--- src/rtl/sm64_pkg.sv ---
// splitmix64 range generator: shared types, constants and the sequencer program
// depends on nothing; imported by splitmix64_range_generator and its testbench
`default_nettype none

package sm64_pkg;

	localparam logic [63:0] GOLDEN_STEP = 64'h9E3779B97F4A7C15;
	localparam logic [63:0] MIX_MUL_A   = 64'hBF58476D1CE4E5B9;
	localparam logic [63:0] MIX_MUL_B   = 64'h94D049BB133111EB;
	localparam int unsigned SHIFT_1    = 30;
	localparam int unsigned SHIFT_2    = 27;
	localparam int unsigned SHIFT_3    = 31;
	localparam int unsigned FRAC_SHIFT = 40;

	localparam logic [1:0] F_RAW   = 2'd0;
	localparam logic [1:0] F_UNIT  = 2'd1;
	localparam logic [1:0] F_RANGE = 2'd2;
	localparam logic [1:0] F_LOAD  = 2'd3;

	localparam logic [5:0] DIV_LAST = 6'd63;

	typedef logic [4:0] pc_t;

	localparam pc_t P_WAIT     = 5'd0;
	localparam pc_t P_DECODE   = 5'd1;
	localparam pc_t P_RCHK     = 5'd2;
	localparam pc_t P_DIV1     = 5'd3;
	localparam pc_t P_SETLIM   = 5'd4;
	localparam pc_t P_DRAW     = 5'd5;
	localparam pc_t P_MA0      = 5'd6;
	localparam pc_t P_MA1      = 5'd7;
	localparam pc_t P_MA2      = 5'd8;
	localparam pc_t P_XS27     = 5'd9;
	localparam pc_t P_MB0      = 5'd10;
	localparam pc_t P_MB1      = 5'd11;
	localparam pc_t P_MB2      = 5'd12;
	localparam pc_t P_XS31     = 5'd13;
	localparam pc_t P_REJ      = 5'd14;
	localparam pc_t P_DIV2     = 5'd15;
	localparam pc_t P_RANGEOUT = 5'd16;
	localparam pc_t P_LOAD     = 5'd17;
	localparam pc_t P_ERR      = 5'd18;
	localparam pc_t P_OUT      = 5'd19;

	typedef enum logic [3:0] {
		OP_NONE,
		OP_CAPTURE,
		OP_RINIT,
		OP_DIV,
		OP_SETLIM,
		OP_ADVANCE,
		OP_MUL0,
		OP_MUL1,
		OP_MUL2,
		OP_XS27,
		OP_XS31,
		OP_DINIT,
		OP_RANGEOUT,
		OP_LOAD,
		OP_ERR,
		OP_PUSH
	} dp_op_t;

	typedef enum logic [3:0] {
		J_NEXT,
		J_ALWAYS,
		J_ACCEPT,
		J_FUNC,
		J_ERR,
		J_LOOP,
		J_NOTRANGE,
		J_REJ,
		J_PUSH
	} jmp_t;

	typedef struct packed {
		dp_op_t op;
		jmp_t   jmp;
		logic   csel;     // 0 first multiplier constant, 1 second
		pc_t    target;
	} ctrl_t;

	function automatic ctrl_t ucode(input pc_t pc);
		ctrl_t w;
		w = '{op: OP_NONE, jmp: J_ALWAYS, csel: 1'b0, target: P_WAIT};
		case (pc)
			P_WAIT:     w = '{op: OP_CAPTURE,  jmp: J_ACCEPT,   csel: 1'b0, target: P_DECODE};
			P_DECODE:   w = '{op: OP_NONE,     jmp: J_FUNC,     csel: 1'b0, target: P_WAIT};
			P_RCHK:     w = '{op: OP_RINIT,    jmp: J_ERR,      csel: 1'b0, target: P_ERR};
			P_DIV1:     w = '{op: OP_DIV,      jmp: J_LOOP,     csel: 1'b0, target: P_DIV1};
			P_SETLIM:   w = '{op: OP_SETLIM,   jmp: J_NEXT,     csel: 1'b0, target: P_WAIT};
			P_DRAW:     w = '{op: OP_ADVANCE,  jmp: J_NEXT,     csel: 1'b0, target: P_WAIT};
			P_MA0:      w = '{op: OP_MUL0,     jmp: J_NEXT,     csel: 1'b0, target: P_WAIT};
			P_MA1:      w = '{op: OP_MUL1,     jmp: J_NEXT,     csel: 1'b0, target: P_WAIT};
			P_MA2:      w = '{op: OP_MUL2,     jmp: J_NEXT,     csel: 1'b0, target: P_WAIT};
			P_XS27:     w = '{op: OP_XS27,     jmp: J_NEXT,     csel: 1'b0, target: P_WAIT};
			P_MB0:      w = '{op: OP_MUL0,     jmp: J_NEXT,     csel: 1'b1, target: P_WAIT};
			P_MB1:      w = '{op: OP_MUL1,     jmp: J_NEXT,     csel: 1'b1, target: P_WAIT};
			P_MB2:      w = '{op: OP_MUL2,     jmp: J_NEXT,     csel: 1'b1, target: P_WAIT};
			P_XS31:     w = '{op: OP_XS31,     jmp: J_NOTRANGE, csel: 1'b0, target: P_OUT};
			P_REJ:      w = '{op: OP_DINIT,    jmp: J_REJ,      csel: 1'b0, target: P_DRAW};
			P_DIV2:     w = '{op: OP_DIV,      jmp: J_LOOP,     csel: 1'b0, target: P_DIV2};
			P_RANGEOUT: w = '{op: OP_RANGEOUT, jmp: J_ALWAYS,   csel: 1'b0, target: P_OUT};
			P_LOAD:     w = '{op: OP_LOAD,     jmp: J_ALWAYS,   csel: 1'b0, target: P_OUT};
			P_ERR:      w = '{op: OP_ERR,      jmp: J_ALWAYS,   csel: 1'b0, target: P_OUT};
			P_OUT:      w = '{op: OP_PUSH,     jmp: J_PUSH,     csel: 1'b0, target: P_WAIT};
			default:    w = '{op: OP_NONE,     jmp: J_ALWAYS,   csel: 1'b0, target: P_WAIT};
		endcase
		return w;
	endfunction

endpackage

`default_nettype wire

--- src/rtl/splitmix64_range_generator.sv ---
// range draws run two 64-step remainder loops, one for the rejection limit and one to
// reduce the accepted draw; a draw at or above the limit is redrawn
// each 64-bit multiply is built from three 32x32 partial products
// one beat in flight; the next beat can be taken in the cycle after the result is registered
// reset clears the generator state to zero and returns the sequencer to its wait step
// splitmix64 generator: raw, fraction and range draws, seed load; microcoded from sm64_pkg
`default_nettype none

module splitmix64_range_generator
	import sm64_pkg::*;
(
	input  wire logic        clk,
	input  wire logic        arst_n,
	input  wire logic        in_valid,
	output logic             in_stall,
	input  wire logic [1:0]  func,
	input  wire logic [31:0] range_low,
	input  wire logic [31:0] range_high,
	input  wire logic [63:0] load_value,
	output logic             out_valid,
	input  wire logic        out_stall,
	output logic [63:0]      result_value,
	output logic             range_error
);

	pc_t         pc_q;
	ctrl_t       cw;
	logic        accept;
	logic        push_ok;
	logic        out_valid_q;
	logic [63:0] result_value_q;
	logic        range_error_q;

	logic [1:0]  func_q;
	logic [31:0] lo_q;
	logic [31:0] hi_q;
	logic [63:0] load_q;
	logic [63:0] st_q;
	logic [63:0] z_q;
	logic [63:0] acc_q;
	logic [63:0] lim_q;
	logic [63:0] dvd_q;
	logic [32:0] rem_q;
	logic [32:0] span_q;
	logic [5:0]  cnt_q;
	logic [63:0] res_q;
	logic        err_q;

	logic [63:0] adv;
	logic [63:0] fin;
	logic [63:0] mconst;
	logic [31:0] mul_a;
	logic [31:0] mul_b;
	logic [63:0] prod;
	logic [33:0] shifted;
	logic [33:0] diff;
	logic        hi_below_lo;
	logic        reject;
	pc_t         pc_next;

	assign cw          = ucode(pc_q);
	assign in_stall    = (pc_q != P_WAIT);
	assign accept      = in_valid && !in_stall;
	assign push_ok     = !out_valid_q || !out_stall;
	assign out_valid   = out_valid_q;
	assign result_value = result_value_q;
	assign range_error = range_error_q;

	assign hi_below_lo = (hi_q < lo_q);
	assign reject      = (z_q >= lim_q);

	// datapath
	assign adv    = st_q + GOLDEN_STEP;
	assign fin    = acc_q ^ (acc_q >> SHIFT_3);
	assign mconst = cw.csel ? MIX_MUL_B : MIX_MUL_A;
	assign mul_a  = (cw.op == OP_MUL2) ? z_q[63:32] : z_q[31:0];
	assign mul_b  = (cw.op == OP_MUL1) ? mconst[63:32] : mconst[31:0];
	assign prod   = {32'd0, mul_a} * {32'd0, mul_b};

	assign shifted = {rem_q, dvd_q[63]};
	assign diff    = shifted - {1'b0, span_q};

	// sequencer
	always_comb begin
		pc_next = pc_q + 5'd1;
		case (cw.jmp)
			J_NEXT:     pc_next = pc_q + 5'd1;
			J_ALWAYS:   pc_next = cw.target;
			J_ACCEPT:   pc_next = accept ? cw.target : pc_q;
			J_FUNC: begin
				case (func_q)
					F_RAW:   pc_next = P_DRAW;
					F_UNIT:  pc_next = P_DRAW;
					F_RANGE: pc_next = P_RCHK;
					F_LOAD:  pc_next = P_LOAD;
					default: pc_next = P_LOAD;
				endcase
			end
			J_ERR:      pc_next = hi_below_lo ? cw.target : pc_q + 5'd1;
			J_LOOP:     pc_next = (cnt_q != DIV_LAST) ? cw.target : pc_q + 5'd1;
			J_NOTRANGE: pc_next = (func_q != F_RANGE) ? cw.target : pc_q + 5'd1;
			J_REJ:      pc_next = reject ? cw.target : pc_q + 5'd1;
			J_PUSH:     pc_next = push_ok ? cw.target : pc_q;
			default:    pc_next = P_WAIT;
		endcase
	end

	always_ff @(posedge clk or negedge arst_n) begin
		if (!arst_n) begin
			pc_q        <= P_WAIT;
			out_valid_q <= 1'b0;
			st_q        <= '0;
		end else begin
			pc_q <= pc_next;
			if (cw.op == OP_PUSH && push_ok) begin
				out_valid_q <= 1'b1;
			end else if (!out_stall) begin
				out_valid_q <= 1'b0;
			end
			case (cw.op)
				OP_ADVANCE: st_q <= adv;
				OP_LOAD:    st_q <= load_q;
				default:    st_q <= st_q;
			endcase
		end
	end

	always_ff @(posedge clk) begin
		case (cw.op)
			OP_CAPTURE: begin
				if (accept) begin
					func_q <= func;
					lo_q   <= range_low;
					hi_q   <= range_high;
					load_q <= load_value;
				end
			end
			OP_RINIT: begin
				span_q <= {1'b0, hi_q} - {1'b0, lo_q} + 33'd1;
				dvd_q  <= '1;
				rem_q  <= '0;
				cnt_q  <= '0;
			end
			OP_DIV: begin
				rem_q <= diff[33] ? shifted[32:0] : diff[32:0];
				dvd_q <= {dvd_q[62:0], 1'b0};
				cnt_q <= cnt_q + 6'd1;
			end
			OP_SETLIM: lim_q <= 64'hFFFF_FFFF_FFFF_FFFF - {31'd0, rem_q};
			OP_ADVANCE: z_q <= adv ^ (adv >> SHIFT_1);
			OP_MUL0: acc_q <= prod;
			OP_MUL1: acc_q <= acc_q + {prod[31:0], 32'd0};
			OP_MUL2: acc_q <= acc_q + {prod[31:0], 32'd0};
			OP_XS27: z_q <= acc_q ^ (acc_q >> SHIFT_2);
			OP_XS31: begin
				z_q   <= fin;
				res_q <= (func_q == F_UNIT) ? (fin >> FRAC_SHIFT) : fin;
				err_q <= 1'b0;
			end
			OP_DINIT: begin
				dvd_q <= z_q;
				rem_q <= '0;
				cnt_q <= '0;
			end
			OP_RANGEOUT: begin
				res_q <= {32'd0, lo_q} + {31'd0, rem_q};
				err_q <= 1'b0;
			end
			OP_LOAD: begin
				res_q <= '0;
				err_q <= 1'b0;
			end
			OP_ERR: begin
				res_q <= '0;
				err_q <= 1'b1;
			end
			OP_PUSH: begin
				if (push_ok) begin
					result_value_q <= res_q;
					range_error_q  <= err_q;
				end
			end
			default: begin
			end
		endcase
	end

	a_accept_decode: assert property (@(posedge clk) disable iff (!arst_n)
		accept |=> (pc_q == P_DECODE))
		else $error("accepted beat did not reach decode");

	a_rem_bound: assert property (@(posedge clk) disable iff (!arst_n)
		((pc_q == P_DIV1) || (pc_q == P_DIV2) || (pc_q == P_SETLIM) ||
		 (pc_q == P_RANGEOUT)) |-> (rem_q < span_q))
		else $error("remainder not below span");

	a_out_source: assert property (@(posedge clk) disable iff (!arst_n)
		$rose(out_valid) |-> ($past(pc_q) == P_OUT))
		else $error("output beat raised outside the output step");

	a_err_zero: assert property (@(posedge clk) disable iff (!arst_n)
		(out_valid && range_error) |-> (result_value == 64'd0))
		else $error("range error beat carries a nonzero value");

endmodule

`default_nettype wire

--- config.mk ---
export PLATFORM = sky130hd
export DESIGN_NAME = splitmix64_range_generator
export DESIGN_NICKNAME = d
export VERILOG_FILES = /design/src/rtl/sm64_pkg.sv /design/src/rtl/splitmix64_range_generator.sv
export SDC_FILE = /design/constraint.sdc
export NUM_CORES = 2
export LEC_CHECK = 0
export BUFFER_PORTS_ARGS = -buffer_cell sky130_fd_sc_hd__buf_2
export CORE_ASPECT_RATIO = 1.75
export CORE_MARGIN = 4
export CORE_UTILIZATION = 40
export CTS_CLUSTER_DIAMETER = 120
export DETAILED_ROUTE_END_ITERATION = 12
export MAX_ROUTING_LAYER = met4
export RECOVER_POWER = 100
export SYNTH_ARGS = -nofsm -noshare
export SYNTH_HDL_FRONTEND = slang
export SYNTH_SLANG_ARGS = --single-unit
--- constraint.sdc ---
create_clock -name clk -period 11.2 [get_ports clk]
set_input_delay 1.12 -clock clk [delete_from_list [all_inputs] [get_ports clk]]
set_output_delay 1.12 -clock clk [all_outputs]
set_load 0.01 [all_outputs]
Yosys cells after proc, flatten, opt, wreduce, memory -nomap -nowiden --
Memory sizes are Yosys's and may differ from the RTL's. Cells that the tools add are included.
Word-level totals: logic and storage cells 112, register bits after elaboration 658, memories kept 1, input port bits 134, ROM bits 448
Operators by class: eq/ne operators 31, bitwise logic cells 3, reductions and logical operators 24, muxes and demuxes 23, $mul 1, $lt $le $gt $ge 2, $add $sub $neg 9
Memory list:
- (name not given) | words 32, width 14, rd ports 1, clocked after memory_dff 0, write ports 0, RTL line sm64_pkg.sv:86 | case (pc)
Operators by type and width (count):
- one-hot mux 64 bit (3 select lines) | 3
- one-hot mux 64 bit (2 select lines) | 2
- one-hot mux 33 bit (2 select lines) | 1
- adder 64 bit | 1
- adder 64 bit (second input constant) | 1
- greater-or-equal comparator 64 bit | 1
- multiplier 32 x 32 -> 64 bit | 1
- 2-to-1 mux 32 bit | 2
- 2-to-1 mux 64 bit | 1
- bitwise XOR 64 x 33 -> 64 bit | 1
- bitwise XOR 64 x 34 -> 64 bit | 1
- bitwise XOR 64 x 37 -> 64 bit | 1
- 2-to-1 mux 62 bit | 1
- one-hot mux 5 bit (9 select lines) | 1
- equality test 4 bit (second input constant) | 9
- subtractor 1 x 34 -> 35 bit (first input constant) | 1
- adder 32 x 33 -> 34 bit | 1
- subtractor 34 x 33 -> 34 bit | 1
- adder 33 x 1 -> 33 bit (second input constant) | 1
- 2-to-1 mux 33 bit | 1
- subtractor 32 x 32 -> 33 bit | 1
- equality test 4 x 3 -> 1 bit (second input constant) | 8
- < comparator 32 bit | 1
- 2-to-1 mux 5 bit | 6
- 24 further kinds | 45

Logic depth before layout (Yosys ltp) --
An unclocked memory read counts as a cell.
word-level depth 6, gate-level depth with buffers 45, depth with buffers taken out 42

Worst setup path before layout --
No wires, ideal clock.
kind register -> register, from register pc_q[1], to register acc_q[62] (data pin), cell stages (with the launch flop) 40, setup time 266 ps, buffers on the path 2, arrival 10325 ps, setup slack 609 ps, period minus slack after synthesis 10591 ps, cell sequence dfrtp_1 -> inv_1 -> clkbuf_1 -> ha_1 -> mux2i_1 -> a21oi_1 -> o22ai_1 -> nor3_2 -> buf_4 -> mux2i_1 -> inv_1 -> and2_1 -> fa_1 -> fa_1 -> fa_1 -> inv_1 -> fa_1 -> inv_1 -> (+4 left out) -> ha_1 -> nand4_1 -> a211oi_1 -> o21ai_0 -> and2_1 -> o21ai_0 -> a31oi_1 -> xnor2_1 -> ha_1 -> a21o_1 -> a21o_1 -> or3_1 -> a311oi_1 -> o31ai_1 -> and2_1 -> and4b_1 -> nor3_1 -> o21ai_1
On the way: cells in the longest elaborated chain, start to end 6
Ends and longest elaborated chain:
- from (decl) | RTL line splitmix64_range_generator.sv:26 | pc_t pc_q;
- from (signal assigned) | RTL line splitmix64_range_generator.sv:114 | pc_q <= pc_next;
- memory (32 x 14 bit) (*)
- equality test 4 bit, or another cell as far along | RTL line splitmix64_range_generator.sv:76, splitmix64_range_generator.sv:129
- 2-to-1 mux 32 bit, on equally long branches | RTL line splitmix64_range_generator.sv:76, splitmix64_range_generator.sv:77
- multiplier 32 x 32 -> 64 bit | RTL line splitmix64_range_generator.sv:78 | assign prod = {32'd0, mul_a} * {32'd0, mul_b};
- adder 64 bit | RTL line splitmix64_range_generator.sv:152, splitmix64_range_generator.sv:153
- one-hot mux 64 bit (2 select lines) (*) | RTL line splitmix64_range_generator.sv:129 | case (cw.op)
- to (signal assigned) | RTL line splitmix64_range_generator.sv:151 | OP_MUL0: acc_q <= prod;
- to (signal assigned) | RTL line splitmix64_range_generator.sv:152 | OP_MUL1: acc_q <= acc_q + {prod[31:0], 32'd0};
- to (signal assigned) | RTL line splitmix64_range_generator.sv:153 | OP_MUL2: acc_q <= acc_q + {prod[31:0], 32'd0};
- to (decl) | RTL line splitmix64_range_generator.sv:40 | logic [63:0] acc_q;
Mark *: on every way between the ends. The rest lies on a longest branch, timed or not. A chain may end at the register's enable or synchronous reset.

Worst setup path in the final report --
from register pc_q[0], to register acc_q[63] (data pin)
Same word-level chain as after synthesis.

==> metrics.md <==
| Metric | Value |
|---|---|
| Largest net degree at the start of global routing | 97 |
| Seq cells post-synth | 627 |
| Via density | 5.54 |
| Status | finished with violations |
| Number of global-route vias before repair | 51100 |
| Remaining Overflow, GRT | 0 |
| Commonest cells post-synth | inv_1 (1134), fa_1 (841), edfxtp_1 (557), ha_1 (544), nor2_1 (438) |
| Die Wd | 312 um |
| Slowest CP cell | fa_1 |
| First-pass GRT wire length | 344000 um |
| Worst-Margin Slew | 3780 ps |
| Worst min path class | register to register |
| Relative slew slack | -1.52 |
| Area growth from synthesis to layout | 9.23% |
| Kind of critical path | register to register |
| Clock Tree Root | clkbuf_16 |
| Core area | 0.161 mm2 |
| Starting Density | 0.402 |
| # rows | 195 |
| Gate count of the mapped netlist | 6190 |
| Crit path DAT | 11200 ps |
| Final Hold Viols | 0 |
| Final setup viols | 0 |
| Critical path startpoint category | register |
| Area fraction of the dominant cell type after synthesis | 0.260 |
| Max-cap check violation count | 5 |
| GRT Util Overall | 0.287 |
| Unrepaired setup endpoints after global routing | yes |
| CTS max path bufs | 3 |
| Pins over their slew limit | 196 |
| Post-route ant nets | 0 |
| Clock Sinks | 627 |
| Worst path max stage delay | 590 ps |
| Max Fclk | 92.4 MHz |
| Period Utilization, post-route | 0.967 |
| Ys Warns | 0 |
| Failing checks | capacitance limit, slew limit |
| CP endpoint kind | register |
| Wire per inst | 27.5 um |
| CTS tree | done |
| Starting DRT DRC Count | 3481 |
| Cell mode on critical path | fa_1 |
| Minimum clock period after layout | 10830 ps |
| Routed WL | 236000 um |
| Fill count | 15500 |
| Number of buffers inserted by port buffering | 200 |
| Fraction of layout cells with a size suffix above 1 | 0.0842 |
| Gp weighted congestion | 1.02 |
| Antenna violations before repair | 3 |
| EDFF count, synth | 557 |
| Largest area contributor in the netlist | fa_1 |
| Avg Cell Area, Syn | 10.5 um2 |
| Drt pass-1 iters | 6 |
| Syn_nets | 7709 |
| Die ar. | 0.169 mm2 |
| Clock Latency Late Sink | 670 ps |
| Total CTS buffers | 54 |
| Post-synth top flop | edfxtp_1 |
| FF-to-FF path depth | 39 |
| Nets@finish | 7888 |
| Synth area leaders | fa_1 (26%), edfxtp_1 (26%), ha_1 (10%) |
| Critical path fanouts, max | 20 |
| Clock skew | 49.8 ps |
| Setup TNS | 0 ps |
| Setup Buffers After CTS | 0 |
| Most common cell in the synthesized netlist | inv_1 |
| Max H-tree Level | 2 |
| HPWL Detailed | 196000 um |
| # DRC | 0 |
| WP data required | 11580 ps |
| Sequential area share after synthesis | 0.285 |
| Die height | 541 um |
| WHS Path Cells | 0 |
| Post-synth ARST share | 0.112 |
| Ports | 201 |
| Yosys cell types | 104 |
| Routed vias | 47500 |
| Cell Area, Synth | 0.0648 mm2 |
| Clk pin slew, worst setup/hold paths | 80 ps |
[routing by layer]
metal | vias to the layer above | track usage | wire length (um) | share of wire
li1 | 20900 | - | - | -
met1 | 23900 | 0.281 | 75800 | 0.32
met2 | 1953 | 0.523 | 125000 | 0.53
met3 | 769 | 0.0261 | 10900 | 0.046
met4 | 0 | 0.221 | 24200 | 0.10
met5 | - | - | 0 | 0
[through the flow]
stage / hold slack [ps] / utilization / instances / area, um2 / setup slack, ps
after floorplan: 400 / - / 6190 / 64800 / 609
final: 414 / 0.439 / 8585 / 70800 / 374
after global placement: 403 / 0.428 / 8480 / 69000 / 138
after global routing: 426 / 0.439 / 8584 / 70800 / -38.3
after detailed placement: 405 / 0.428 / 8480 / 69000 / 186
after CTS: 295 / 0.440 / 8581 / 70900 / 99.4
[worst paths after layout]
path                                           from                         end  slack (ps)
worst max register to register  pc_q[0]$_DFFE_PN0P_         acc_q[63]$_DFFE_PP_         370
min in group asynchronous                    arst_n        st_q[32]$_DFFE_PN0P_         640
worst min register to register  res_q[53]$_DFFE_PP_  result_value[53]$_DFFE_PP_         410
max in group asynchronous                    arst_n         pc_q[3]$_DFFE_PN0P_        6060
worst max-delay path            pc_q[0]$_DFFE_PN0P_         acc_q[63]$_DFFE_PP_         370
worst min-delay path            res_q[53]$_DFFE_PP_  result_value[53]$_DFFE_PP_         410
[kinds of logic (layout without fill, tap and decap cells)]
family,Yosys count,count (layout),share of synthesized area
muxes,77,77,0.0124
AOI/OAI and AO/OA,1069,1069,0.115
DFF,627,627,0.285
adders and majority gates,1385,1385,0.365
and+or+nand+nor,1336,1336,0.0992
xor gates and xnor gates,314,314,0.0426
buffers and inverters,1382,1606,0.0809
other,0,4,0
[area by class of cell]
type / count / area [um2] / area share
antenna: 4 / 10.0 / 0.000141
clock buffer: 59 / 1370 / 0.0193
clock inverter: 42 / 553 / 0.00781
inverter: 1143 / 4290 / 0.0606
multi-input combinational: 4181 / 41300 / 0.583
sequential: 627 / 18500 / 0.261
tap: 2167 / 2710 / 0.0383
timing repair buffer: 362 / 2130 / 0.0301
[flip-flops by register name, indices dropped and copies added (netlist names), 33 cells and up]
| register | flops |
|---|---|
| lim_q | 33 |
| st_q | 64 |
| result_value | 64 |
| dvd_q | 64 |
| z_q | 64 |
| res_q | 64 |
| span_q | 33 |
| load_q | 64 |
| rem_q | 33 |
| acc_q | 64 |
[critical path: cells and delay by family (launching register included)]
kind	cells	cell delay [ps]
and+or+nand+nor	7	1760
muxes	3	470
buffers and inverters	7	860
xor gates and xnor gates	2	390
adders and majority gates	11	4700
AOI/OAI and AO/OA	9	1970
DFF	1	360
[layout by cell type, fill, tap and decap left out, types with 37 or more instances in the layout]
master | netlist | final
mux2i_1 | 52 | 51
nor2b_1 | 67 | 66
ha_1 | 544 | 544
o21ai_0 | 175 | 174
xnor2_1 | 215 | 215
nor3_1 | 56 | 54
fa_1 | 841 | 841
a22oi_1 | 76 | 76
nand2b_1 | 86 | 86
o22ai_1 | 68 | 66
nor2_1 | 438 | 425
clkbuf_1 | 204 | 88
edfxtp_1 | 557 | 557
clkbuf_16 | 0 | 54
buf_2 | 14 | 125
o221a_2 | 37 | 37
a21o_1 | 113 | 113
and2_1 | 144 | 142
inv_1 | 1134 | 1132
buf_4 | 2 | 151
xor2_1 | 97 | 97
nand2_1 | 336 | 335
nand3_1 | 51 | 50
a221oi_1 | 39 | 39
a21oi_1 | 257 | 255
dfrtp_1 | 70 | 69
[timing repair]
| item | 4_1_cts | 5_1_grt |
|---|---|---|
| hold buffers | 0 | 0 |
| endpoints found under the setup margin | 0 | 7 |
| hold endpoints to repair | 0 | 0 |
| resized for setup | 0 | 15 |
Power is not shown: default switching activity piles up to over one toggle a cycle in this logic, so the estimate is an artifact.
